===== src/rtl/srb_pkg.sv =====
`timescale 1ns / 1ps

package srb_pkg;

   // action codes
   localparam logic [2:0] ACT_TICK   = 3'd0;
   localparam logic [2:0] ACT_START  = 3'd1;
   localparam logic [2:0] ACT_STOP   = 3'd2;
   localparam logic [2:0] ACT_PAUSE  = 3'd3;
   localparam logic [2:0] ACT_RESUME = 3'd4;

   // configuration register indexes
   localparam logic [2:0] CSR_DEF_MINUTES = 3'd0;
   localparam logic [2:0] CSR_DEF_BRIGHT  = 3'd1;
   localparam logic [2:0] CSR_DEF_RED     = 3'd2;
   localparam logic [2:0] CSR_DEF_GREEN   = 3'd3;
   localparam logic [2:0] CSR_DEF_BLUE    = 3'd4;

   localparam int ACT_W    = 3;
   localparam int IDX_W    = 3;
   localparam int MIN_W    = 8;
   localparam int PCT_W    = 7;
   localparam int COL_W    = 8;
   localparam int LEN_W    = 24;
   localparam int NUM_W    = 32;
   localparam int DEN_W    = LEN_W + 1;
   localparam int QUO_W    = 7;
   localparam int CNT_W    = 3;
   localparam int PROD_W   = PCT_W + LEN_W;

   localparam int TIME_BITS_DEF   = 32;
   localparam int THROTTLE_MS_DEF = 100;

   localparam logic [LEN_W-1:0] MS_PER_MIN = LEN_W'(60000);
   localparam logic [LEN_W-1:0] MIN_LEN_MS = LEN_W'(1000);
   localparam logic [PCT_W-1:0] PCT_FULL   = PCT_W'(100);

   typedef struct packed {
      logic [MIN_W-1:0] minutes;
      logic [PCT_W-1:0] bright;
      logic [COL_W-1:0] red;
      logic [COL_W-1:0] green;
      logic [COL_W-1:0] blue;
   } srb_defaults_type;

   typedef struct packed {
      logic             go;
      logic [NUM_W-1:0] dividend;
      logic [DEN_W-1:0] divisor;
   } srb_div_req_type;

   typedef struct packed {
      logic             done;
      logic [QUO_W-1:0] quotient;
   } srb_div_rsp_type;

endpackage


===== src/rtl/sunrise_brightness_ramp.sv =====
`timescale 1ns / 1ps

// channel   direction  handshake            payload
// req_      in         req_valid/req_stall  action, duration, brightness, colour
// rsp_      out        rsp_valid/rsp_stall  power, mode, brightness, progress, colour, flags
// csr_      in         csr_valid/csr_ready  csr_index, csr_data
//
// A command passes DECODE and RESPOND after accept, a tick without an update also CHECK, a completing
// tick also COMPARE; an update runs one or two passes of the shared 7-step divider (one if the target is 0).
// One transaction is worked on at a time; req_stall is high until the result is registered.
// A waiting result is held while rsp_stall is high; the next transaction may be accepted.
// Reset is synchronous, active high, clears the ramp state and restores the defaults.

module sunrise_brightness_ramp
   import srb_pkg::*;
#(
   parameter int TIME_BITS   = TIME_BITS_DEF,
   parameter int THROTTLE_MS = THROTTLE_MS_DEF
) (
   input  logic             clock,
   input  logic             reset,
   input  logic             req_valid,
   output logic             req_stall,
   input  logic [ACT_W-1:0] req_action,
   input  logic [MIN_W-1:0] req_duration_minutes,
   input  logic [PCT_W-1:0] req_final_brightness,
   input  logic [COL_W-1:0] req_red_in,
   input  logic [COL_W-1:0] req_green_in,
   input  logic [COL_W-1:0] req_blue_in,
   output logic             rsp_valid,
   input  logic             rsp_stall,
   output logic             rsp_power_on,
   output logic             rsp_mode,
   output logic [PCT_W-1:0] rsp_brightness,
   output logic [PCT_W-1:0] rsp_progress_pct,
   output logic [COL_W-1:0] rsp_red_out,
   output logic [COL_W-1:0] rsp_green_out,
   output logic [COL_W-1:0] rsp_blue_out,
   output logic             rsp_is_paused,
   output logic             rsp_finished,
   output logic             rsp_changed,
   input  logic             csr_valid,
   output logic             csr_ready,
   input  logic [IDX_W-1:0] csr_index,
   input  logic [COL_W-1:0] csr_data
);

   localparam logic [2:0] ST_IDLE    = 3'd0;
   localparam logic [2:0] ST_DECODE  = 3'd1;
   localparam logic [2:0] ST_CHECK   = 3'd2;
   localparam logic [2:0] ST_COMPARE = 3'd3;
   localparam logic [2:0] ST_DIV_PCT = 3'd4;
   localparam logic [2:0] ST_DIV_LVL = 3'd5;
   localparam logic [2:0] ST_APPLY   = 3'd6;
   localparam logic [2:0] ST_RESPOND = 3'd7;

   srb_defaults_type defaults;
   srb_div_req_type  div_req;
   srb_div_rsp_type  div_rsp;

   logic [2:0]           state_ff, state_in;
   logic [ACT_W-1:0]     act_ff, act_in;
   logic [MIN_W-1:0]     mins_ff, mins_in;
   logic [PCT_W-1:0]     bri_ff, bri_in;
   logic [COL_W-1:0]     r_ff, r_in, g_ff, g_in, b_ff, b_in;

   logic [TIME_BITS-1:0] now_ff, now_in;
   logic [TIME_BITS-1:0] start_ff, start_in;
   logic [TIME_BITS-1:0] pause_el_ff, pause_el_in;
   logic [TIME_BITS-1:0] last_ff, last_in;
   logic [TIME_BITS-1:0] elapsed_ff, elapsed_in;
   logic [LEN_W-1:0]     len_ff, len_in;
   logic                 running_ff, running_in;
   logic                 held_ff, held_in;
   logic [PCT_W-1:0]     target_ff, target_in;
   logic [COL_W-1:0]     tr_ff, tr_in, tg_ff, tg_in, tb_ff, tb_in;
   logic [PCT_W-1:0]     level_ff, level_in;
   logic [PCT_W-1:0]     percent_ff, percent_in;
   logic                 lamp_ff, lamp_in;
   logic                 ramp_ff, ramp_in;
   logic                 fin_ff, fin_in;
   logic                 chg_ff, chg_in;
   logic [PCT_W-1:0]     pct_ff, pct_in;
   logic [PCT_W-1:0]     lvl_ff, lvl_in;
   logic [PROD_W-1:0]    prod_ff, prod_in;

   logic                 rsp_valid_ff, rsp_valid_in;
   logic [1:0]           rsp_flags_ff, rsp_flags_in;
   logic                 rsp_lamp_ff, rsp_lamp_in, rsp_ramp_ff, rsp_ramp_in;
   logic                 rsp_held_ff, rsp_held_in;
   logic [PCT_W-1:0]     rsp_lvl_ff, rsp_lvl_in, rsp_pct_ff, rsp_pct_in;
   logic [COL_W-1:0]     rsp_r_ff, rsp_r_in, rsp_g_ff, rsp_g_in, rsp_b_ff, rsp_b_in;

   logic                 req_take;
   logic [MIN_W-1:0]     mins_eff;
   logic                 col_zero;
   logic [TIME_BITS-1:0] since_last;
   logic [LEN_W-1:0]     len_eff;
   logic [LEN_W-1:0]     e24;
   logic [NUM_W-1:0]     dividend_pct;
   logic [NUM_W-1:0]     dividend_lvl;
   logic [PCT_W:0]       lvl_sum;

   srb_csr u_csr (
      .clock     (clock),
      .reset     (reset),
      .csr_valid (csr_valid & csr_ready),
      .csr_index (csr_index),
      .csr_data  (csr_data),
      .defaults  (defaults)
   );

   srb_div u_div (
      .clock (clock),
      .reset (reset),
      .req   (div_req),
      .rsp   (div_rsp)
   );

   assign csr_ready = 1'b1;
   assign req_stall = (state_ff != ST_IDLE);
   assign req_take  = req_valid && !req_stall;

   always_comb begin
      mins_eff     = (mins_ff != '0) ? mins_ff : defaults.minutes;
      col_zero     = (r_ff == '0) && (g_ff == '0) && (b_ff == '0);
      since_last   = now_ff - last_ff;
      len_eff      = (len_ff != '0) ? len_ff : MIN_LEN_MS;
      e24          = elapsed_ff[LEN_W-1:0];
      // 200*e + d, and 2*(t-1)*e + d
      dividend_pct = (NUM_W'(e24) << 7) + (NUM_W'(e24) << 6) + (NUM_W'(e24) << 3)
                     + NUM_W'(len_eff);
      dividend_lvl = (NUM_W'(prod_ff) << 1) + NUM_W'(len_eff);
      lvl_sum      = {1'b0, div_rsp.quotient} + 1'b1;
   end

   always_comb begin
      state_in    = state_ff;
      act_in      = act_ff;
      mins_in     = mins_ff;
      bri_in      = bri_ff;
      r_in        = r_ff;
      g_in        = g_ff;
      b_in        = b_ff;
      now_in      = now_ff;
      start_in    = start_ff;
      pause_el_in = pause_el_ff;
      last_in     = last_ff;
      elapsed_in  = elapsed_ff;
      len_in      = len_ff;
      running_in  = running_ff;
      held_in     = held_ff;
      target_in   = target_ff;
      tr_in       = tr_ff;
      tg_in       = tg_ff;
      tb_in       = tb_ff;
      level_in    = level_ff;
      percent_in  = percent_ff;
      lamp_in     = lamp_ff;
      ramp_in     = ramp_ff;
      fin_in      = fin_ff;
      chg_in      = chg_ff;
      pct_in      = pct_ff;
      lvl_in      = lvl_ff;
      prod_in     = prod_ff;
      div_req.go       = 1'b0;
      div_req.dividend = dividend_pct;
      div_req.divisor  = {len_eff, 1'b0};

      rsp_valid_in = rsp_valid_ff && rsp_stall;
      rsp_flags_in = rsp_flags_ff;
      rsp_lamp_in  = rsp_lamp_ff;
      rsp_ramp_in  = rsp_ramp_ff;
      rsp_held_in  = rsp_held_ff;
      rsp_lvl_in   = rsp_lvl_ff;
      rsp_pct_in   = rsp_pct_ff;
      rsp_r_in     = rsp_r_ff;
      rsp_g_in     = rsp_g_ff;
      rsp_b_in     = rsp_b_ff;

      case (state_ff)
         ST_IDLE: begin
            if (req_take) begin
               act_in   = req_action;
               mins_in  = req_duration_minutes;
               bri_in   = req_final_brightness;
               r_in     = req_red_in;
               g_in     = req_green_in;
               b_in     = req_blue_in;
               fin_in   = 1'b0;
               chg_in   = 1'b0;
               state_in = ST_DECODE;
            end
         end
         ST_DECODE: begin
            state_in = ST_RESPOND;
            case (act_ff)
               ACT_TICK: begin
                  now_in   = now_ff + 1'b1;
                  state_in = ST_CHECK;
               end
               ACT_START: begin
                  running_in  = 1'b1;
                  held_in     = 1'b0;
                  start_in    = now_ff;
                  pause_el_in = '0;
                  target_in   = (bri_ff != '0) ? bri_ff : defaults.bright;
                  tr_in       = col_zero ? defaults.red   : r_ff;
                  tg_in       = col_zero ? defaults.green : g_ff;
                  tb_in       = col_zero ? defaults.blue  : b_ff;
                  len_in      = (mins_eff == '0) ? MIN_LEN_MS
                                : LEN_W'(LEN_W'(mins_eff) * MS_PER_MIN);
                  ramp_in     = 1'b1;
                  lamp_in     = 1'b1;
                  level_in    = PCT_W'(1);
                  percent_in  = '0;
                  chg_in      = 1'b1;
               end
               ACT_STOP: begin
                  if (running_ff) begin
                     running_in = 1'b0;
                     held_in    = 1'b0;
                     ramp_in    = 1'b0;
                     chg_in     = 1'b1;
                  end
               end
               ACT_PAUSE: begin
                  if (running_ff && !held_ff) begin
                     held_in     = 1'b1;
                     pause_el_in = now_ff - start_ff;
                     chg_in      = 1'b1;
                  end
               end
               ACT_RESUME: begin
                  if (running_ff && held_ff) begin
                     held_in     = 1'b0;
                     start_in    = now_ff - pause_el_ff;
                     pause_el_in = '0;
                     chg_in      = 1'b1;
                  end
               end
               default: state_in = ST_RESPOND;
            endcase
         end
         ST_CHECK: begin
            if (!running_ff || held_ff ||
                since_last < TIME_BITS'(THROTTLE_MS)) begin
               state_in = ST_RESPOND;
            end else begin
               last_in    = now_ff;
               elapsed_in = now_ff - start_ff;
               state_in   = ST_COMPARE;
            end
         end
         ST_COMPARE: begin
            if (elapsed_ff >= TIME_BITS'(len_eff)) begin
               level_in   = target_ff;
               percent_in = PCT_FULL;
               lamp_in    = 1'b1;
               running_in = 1'b0;
               held_in    = 1'b0;
               ramp_in    = 1'b0;
               fin_in     = 1'b1;
               chg_in     = 1'b1;
               state_in   = ST_RESPOND;
            end else begin
               prod_in    = PROD_W'((target_ff - 1'b1) * e24);
               div_req.go = 1'b1;
               state_in   = ST_DIV_PCT;
            end
         end
         ST_DIV_PCT: begin
            if (div_rsp.done) begin
               pct_in = div_rsp.quotient;
               if (target_ff == '0) begin
                  lvl_in   = PCT_W'(1);
                  state_in = ST_APPLY;
               end else begin
                  div_req.go       = 1'b1;
                  div_req.dividend = dividend_lvl;
                  state_in         = ST_DIV_LVL;
               end
            end
         end
         ST_DIV_LVL: begin
            if (div_rsp.done) begin
               lvl_in   = (lvl_sum > (PCT_W + 1)'(100)) ? PCT_FULL : lvl_sum[PCT_W-1:0];
               state_in = ST_APPLY;
            end
         end
         ST_APPLY: begin
            chg_in     = (pct_ff != percent_ff) || (lvl_ff != level_ff);
            percent_in = pct_ff;
            level_in   = lvl_ff;
            lamp_in    = 1'b1;
            state_in   = ST_RESPOND;
         end
         ST_RESPOND: begin
            if (!rsp_valid_ff || !rsp_stall) begin
               rsp_valid_in = 1'b1;
               rsp_flags_in = {fin_ff, chg_ff};
               rsp_lamp_in  = lamp_ff;
               rsp_ramp_in  = ramp_ff;
               rsp_held_in  = held_ff;
               rsp_lvl_in   = level_ff;
               rsp_pct_in   = percent_ff;
               rsp_r_in     = tr_ff;
               rsp_g_in     = tg_ff;
               rsp_b_in     = tb_ff;
               state_in     = ST_IDLE;
            end
         end
         default: state_in = ST_IDLE;
      endcase
   end

   always_ff @(posedge clock) begin
      if (reset) begin
         state_ff     <= ST_IDLE;
         now_ff       <= '0;
         start_ff     <= '0;
         pause_el_ff  <= '0;
         last_ff      <= '0;
         len_ff       <= '0;
         running_ff   <= 1'b0;
         held_ff      <= 1'b0;
         target_ff    <= PCT_FULL;
         tr_ff        <= '1;
         tg_ff        <= '1;
         tb_ff        <= '1;
         level_ff     <= '0;
         percent_ff   <= '0;
         lamp_ff      <= 1'b0;
         ramp_ff      <= 1'b0;
         fin_ff       <= 1'b0;
         chg_ff       <= 1'b0;
         rsp_valid_ff <= 1'b0;
      end else begin
         state_ff     <= state_in;
         now_ff       <= now_in;
         start_ff     <= start_in;
         pause_el_ff  <= pause_el_in;
         last_ff      <= last_in;
         len_ff       <= len_in;
         running_ff   <= running_in;
         held_ff      <= held_in;
         target_ff    <= target_in;
         tr_ff        <= tr_in;
         tg_ff        <= tg_in;
         tb_ff        <= tb_in;
         level_ff     <= level_in;
         percent_ff   <= percent_in;
         lamp_ff      <= lamp_in;
         ramp_ff      <= ramp_in;
         fin_ff       <= fin_in;
         chg_ff       <= chg_in;
         rsp_valid_ff <= rsp_valid_in;
      end
      act_ff       <= act_in;
      mins_ff      <= mins_in;
      bri_ff       <= bri_in;
      r_ff         <= r_in;
      g_ff         <= g_in;
      b_ff         <= b_in;
      elapsed_ff   <= elapsed_in;
      pct_ff       <= pct_in;
      lvl_ff       <= lvl_in;
      prod_ff      <= prod_in;
      rsp_flags_ff <= rsp_flags_in;
      rsp_lamp_ff  <= rsp_lamp_in;
      rsp_ramp_ff  <= rsp_ramp_in;
      rsp_held_ff  <= rsp_held_in;
      rsp_lvl_ff   <= rsp_lvl_in;
      rsp_pct_ff   <= rsp_pct_in;
      rsp_r_ff     <= rsp_r_in;
      rsp_g_ff     <= rsp_g_in;
      rsp_b_ff     <= rsp_b_in;
   end

   assign rsp_valid        = rsp_valid_ff;
   assign rsp_power_on     = rsp_lamp_ff;
   assign rsp_mode         = rsp_ramp_ff;
   assign rsp_brightness   = rsp_lvl_ff;
   assign rsp_progress_pct = rsp_pct_ff;
   assign rsp_red_out      = rsp_r_ff;
   assign rsp_green_out    = rsp_g_ff;
   assign rsp_blue_out     = rsp_b_ff;
   assign rsp_is_paused    = rsp_held_ff;
   assign rsp_finished     = rsp_flags_ff[1];
   assign rsp_changed      = rsp_flags_ff[0];

endmodule


===== src/rtl/srb_csr.sv =====
`timescale 1ns / 1ps

module srb_csr
   import srb_pkg::*;
(
   input  logic                   clock,
   input  logic                   reset,
   input  logic                   csr_valid,
   input  logic [IDX_W-1:0]       csr_index,
   input  logic [COL_W-1:0]       csr_data,
   output srb_defaults_type       defaults
);

   srb_defaults_type regs_ff;
   srb_defaults_type regs_in;

   always_comb begin
      regs_in = regs_ff;
      if (csr_valid) begin
         case (csr_index)
            CSR_DEF_MINUTES: regs_in.minutes = csr_data;
            CSR_DEF_BRIGHT:  regs_in.bright  = csr_data[PCT_W-1:0];
            CSR_DEF_RED:     regs_in.red     = csr_data;
            CSR_DEF_GREEN:   regs_in.green   = csr_data;
            CSR_DEF_BLUE:    regs_in.blue    = csr_data;
            default:         regs_in = regs_ff;
         endcase
      end
   end

   always_ff @(posedge clock) begin
      if (reset) begin
         regs_ff.minutes <= MIN_W'(30);
         regs_ff.bright  <= PCT_W'(100);
         regs_ff.red     <= '1;
         regs_ff.green   <= '1;
         regs_ff.blue    <= '1;
      end else begin
         regs_ff <= regs_in;
      end
   end

   assign defaults = regs_ff;

endmodule


===== src/rtl/srb_div.sv =====
`timescale 1ns / 1ps

module srb_div
   import srb_pkg::*;
(
   input  logic            clock,
   input  logic            reset,
   input  srb_div_req_type req,
   output srb_div_rsp_type rsp
);

   // restoring divider, one quotient bit per cycle, msb first
   logic [NUM_W-1:0] rem_ff, rem_in;
   logic [DEN_W-1:0] den_ff, den_in;
   logic [QUO_W-1:0] quo_ff, quo_in;
   logic [CNT_W-1:0] cnt_ff, cnt_in;
   logic             busy_ff, busy_in;
   logic             done_ff, done_in;
   logic [NUM_W-1:0] shifted;
   logic [NUM_W:0]   trial;

   always_comb begin
      shifted = NUM_W'(den_ff) << cnt_ff;
      trial   = {1'b0, rem_ff} - {1'b0, shifted};
      rem_in  = rem_ff;
      den_in  = den_ff;
      quo_in  = quo_ff;
      cnt_in  = cnt_ff;
      busy_in = busy_ff;
      done_in = 1'b0;
      if (req.go) begin
         rem_in  = req.dividend;
         den_in  = req.divisor;
         quo_in  = '0;
         cnt_in  = CNT_W'(QUO_W - 1);
         busy_in = 1'b1;
      end else if (busy_ff) begin
         if (!trial[NUM_W]) begin
            rem_in         = trial[NUM_W-1:0];
            quo_in[cnt_ff] = 1'b1;
         end
         if (cnt_ff == '0) begin
            busy_in = 1'b0;
            done_in = 1'b1;
         end else begin
            cnt_in = cnt_ff - 1'b1;
         end
      end
   end

   always_ff @(posedge clock) begin
      if (reset) begin
         busy_ff <= 1'b0;
         done_ff <= 1'b0;
         cnt_ff  <= '0;
      end else begin
         busy_ff <= busy_in;
         done_ff <= done_in;
         cnt_ff  <= cnt_in;
      end
      rem_ff <= rem_in;
      den_ff <= den_in;
      quo_ff <= quo_in;
   end

   assign rsp.done     = done_ff;
   assign rsp.quotient = quo_ff;

endmodule

===== config.mk =====
export PLATFORM = sky130hd
export DESIGN_NAME = sunrise_brightness_ramp
export DESIGN_NICKNAME = d
export VERILOG_FILES = /design/src/rtl/srb_pkg.sv /design/src/rtl/sunrise_brightness_ramp.sv /design/src/rtl/srb_csr.sv /design/src/rtl/srb_div.sv
export SDC_FILE = /design/constraint.sdc
export NUM_CORES = 2
export LEC_CHECK = 0
export BUFFER_PORTS_ARGS = -buffer_cell sky130_fd_sc_hd__buf_2
export CAP_MARGIN = 20
export CORE_ASPECT_RATIO = 1.2
export CORE_MARGIN = 1.5
export CORE_UTILIZATION = 55
export DETAILED_ROUTE_END_ITERATION = 10
export PLACE_DENSITY = 0.72
export SLEW_MARGIN = 30
export SYNTH_ARGS = -nofsm -noshare
export SYNTH_HDL_FRONTEND = slang
export SYNTH_SLANG_ARGS = --single-unit

===== constraint.sdc =====
create_clock -name clock -period 7.4 [get_ports clock]
set_input_delay 1.48 -clock clock [delete_from_list [all_inputs] [get_ports clock]]
set_output_delay 1.48 -clock clock [all_outputs]
set_load 0.05 [all_outputs]

==> results by group <==
Outcome
  – Status: complete, no violations

Synthesis
  – Synth Flop Type: dfxtp_1
  – Share of flip-flops with an asynchronous set or reset: 0
  – Netlist Area Pre-Place: 36500 sq um
  – Yosys top cell area share: 0.171
  – EDFF count, synth: 208
  – Net Count, Synth: 4629
  – FF+latch count, synth: 462
  – Sequential share of the synthesized area: 0.310
  – Distinct cell type count after synthesis: 99
  – Top-count cell post-synth: inv_1
  – Largest cells by area after synthesis: edfxtp_1 (17%), dfxtp_1 (14%), ha_1 (11%)
  – Top cells by count, synth: inv_1 (430), nor2_1 (348), nand2_1 (341), ha_1 (331), dfxtp_1 (254)
  – Leading area contributor after synthesis: edfxtp_1
  – Mapped Cells: 4045
  – Yosys warns: 0
  – Syn Area/Cell: 9.03 sq um

Clocking
  – Post-CTS setup buffers: 0
  – CTS max path bufs: 3
  – CTS sink count: 462
  – CTS tree: done
  – Total CTS buffers: 51
  – H-tree Lvls: 2
  – Root Driver: clkbuf_16
  – Clock-pin slew on the worst setup and hold paths: 0.07 ns
  – Skew-Pair Late Insertion Delay: 0.64 ns

Pwr
  – Leak: 16.6 nW
  – Comb pwr share: 0.471
  – Sw Ratio: 0.390
  – Clk pwr share: 0.237
  – Flop pwr share: 0.292
  – Internal power: 6.48 mW
  – Max rail drop VDD: 231 uV
  – Power Density: 269 nW/um^2
  – Psw: 4.14 mW

Placement
  – Post-DP HPWL: 68.9 mm
  – Post-Place Worst Slack: 0.476 ns
  – Port buffer count: 102
  – Placer Congestion: 0.916

Cells and area
  – Area growth syn-to-layout: 7.91%
  – Multi-input logic area: 22900 sq um
  – Share of layout cells above drive strength 1: 0.0721
  – Number of inserted diodes: 0
  – NumNets Final: 4647
  – Fillers: 5706
  – FF/Latch Area: 11300 sq um
  – Utilization after layout: 0.600

Drt
  – Post-route ant nets: 0
  – DRT Pass-1 Iters: 5
  – Vias: 28900
  – Avg WL per Cell: 18.4 um
  – Initial DRC count: 1689
  – # DRC: 0
  – WL final: 91.0 mm
  – DR vias/cell: 5.85

Global route
  – Vias in the first global route: 28600
  – Initial antenna violation count: 0
  – First-pass GRT wire length: 147 mm
  – Grt ovf: 0
  – Overall Global Routing Usage: 0.268
  – Largest net degree at the start of global routing: 93

Timing
  – Clock skew: 0.0619 ns
  – Slew HR: 0.386
  – Min Clock Period, post-route: 6.87 ns
  – Worst-Margin Slew: 0.920 ns
  – Fin Setup TNS: 0 ns
  – Period utilization: 0.928
  – F_max: 0.146 GHz
  – Setup slack after layout: 0.531 ns
  – Worst hold margin: 0.428 ns
  – Final setup vio count: 0
  – RSZ-0062 raised after global routing: false
  – Hold Vio Cnt, Final: 0
  – Slew Limit Fails: 0

Setup path
  – CP Capture Type: flip-flop
  – Crit path launch: target_ff[1]$_SDFFE_PP0P_
  – Req. time, crit path: 7.73 ns
  – CP Max Fanout: 18
  – Crit path DAT: 7.20 ns
  – Startpoint Class: flip-flop
  – Reg-to-Reg Start: target_ff[1]$_SDFFE_PP0P_
  – Critical path type: reg2reg

Floorplanning
  – Die width: 238 um
  – Starting Density: 0.556
  – Row count: 103
  – Core area: 65700 sq um
  – Top Ports: 104
  – Die Y: 285 um
  – Die Area: 68000 sq um

Min path
  – Hold Path Origin: tr_ff[3]$_SDFFE_PP1P_
  – Worst hold path type: reg2reg

Job
  – Maxcap violations: 0
per-layer routing:
layer / global-route usage / vias up / part of all wire
met4: 0.108 / 0 / 0.041
met3: 0.0285 / 181 / 0.041
li1: - / 14200 / -
met1: 0.334 / 13900 / 0.43
met5: 0 / - / 0
met2: 0.472 / 676 / 0.49
worst max-delay path, stage by stage, from the launching register on:
cell	delay, ns
dfxtp_1	0.33
inv_1	0.12
ha_1	0.21
nor3b_1	0.35
xor2_1	0.39
buf_4	0.31
nand2_1	0.11
fa_1	0.57
inv_1	0.05
fa_1	0.46
fa_1	0.54
inv_1	0.05
fa_1	0.52
inv_1	0.04
ha_1	0.38
a21o_1	0.19
a21o_1	0.17
a21o_1	0.19
o2bb2ai_1	0.13
a211oi_1	0.35
o31ai_1	0.16
or4_1	0.44
a31o_2	0.25
a21oi_1	0.16
xnor2_1	0.08
power by group through the flow:
stage                     clock, mW  sequential, mW  combinational, mW
after floorplan                   0            3.12               3.86
after global placement            0            3.15               4.84
after detailed placement          0            3.15               4.94
after CTS                      2.56            3.10               4.98
after global routing           2.65            3.11               5.67
final                          2.52            3.10               5.01
logic make-up after synthesis:
kind of cell	share of synthesized area
XOR/XNOR	0.0491
multiplexers	0.0215
AO/OA/AOI/OAI	0.171
flip-flops	0.310
buffers and inverters	0.0644
adder cells (fa/ha/maj)	0.220
AND/OR/NAND/NOR	0.163
other	0.000103
per-stage QoR:
step / std cells / power, mW / cell area, sq um
2_1_floorplan: 4045 / 6.98 / 36500
3_3_place_gp: 4848 / 7.99 / 37700
3_5_place_dp: 4848 / 8.09 / 37700
4_1_cts: 4944 / 10.6 / 39400
5_1_grt: 4946 / 11.4 / 39400
6_report: 4946 / 10.6 / 39400
registers in the layout, indices dropped and copies added (netlist names), 8 cells and up:
| name | cells |
|---|---|
| u_csr.defaults | 39 |
| elapsed_ff | 32 |
| last_ff | 32 |
| now_ff | 32 |
| pause_el_ff | 32 |
| start_ff | 32 |
| prod_ff | 29 |
| u_div.rem_ff | 28 |
| len_ff | 20 |
| u_div.den_ff | 20 |
| b_ff | 8 |
| g_ff | 8 |
| mins_ff | 8 |
| r_ff | 8 |
| rsp_blue_out | 8 |
| rsp_green_out | 8 |
| rsp_red_out | 8 |
| tb_ff | 8 |
| tg_ff | 8 |
| tr_ff | 8 |
layout make-up:
| type | count | share of cell area |
|---|---|---|
| Multi-Input combinational cell | 2974 | 0.581 |
| Sequential cell | 462 | 0.287 |
| Inverter | 436 | 0.0415 |
| Clock buffer | 72 | 0.0370 |
| Tap cell | 840 | 0.0267 |
| Timing Repair Buffer | 138 | 0.0208 |
| Clock inverter | 24 | 0.00530 |
worst paths after layout:
| path | end | slack (ns) | cells after the start |
|---|---|---|---|
| max | prod_ff[29]$_DFFE_PP_ | 0.53 | 24 |
| min | rsp_red_out[3]$_DFFE_PP_ | 0.43 | 0 |
| max reg2reg | prod_ff[29]$_DFFE_PP_ | 0.53 | 24 |
| min reg2reg | rsp_red_out[3]$_DFFE_PP_ | 0.43 | 0 |
cell usage in the layout, fill, tap and decap left out, types with 34 or more instances in the layout:
cell type	count
inv_1	429
nor2_1	345
nand2_1	341
ha_1	331
dfxtp_1	254
a21oi_1	244
edfxtp_1	208
fa_1	195
o21ai_0	162
xnor2_1	112
buf_2	101
xor2_1	93
a211oi_1	91
nor2b_1	83
and2_1	80
a21o_1	70
nand3_1	70
nor3_1	67
mux2i_1	66
clkbuf_16	55
o21a_1	46
nand4_1	45
a22oi_1	38
buf_4	34
timing repair:
action	in CTS	in global routing
resized for setup	0	1
endpoints found under the setup margin	0	1
hold endpoints to repair	0	0
hold buffers	0	0
(Power assumes the default switching activity.)
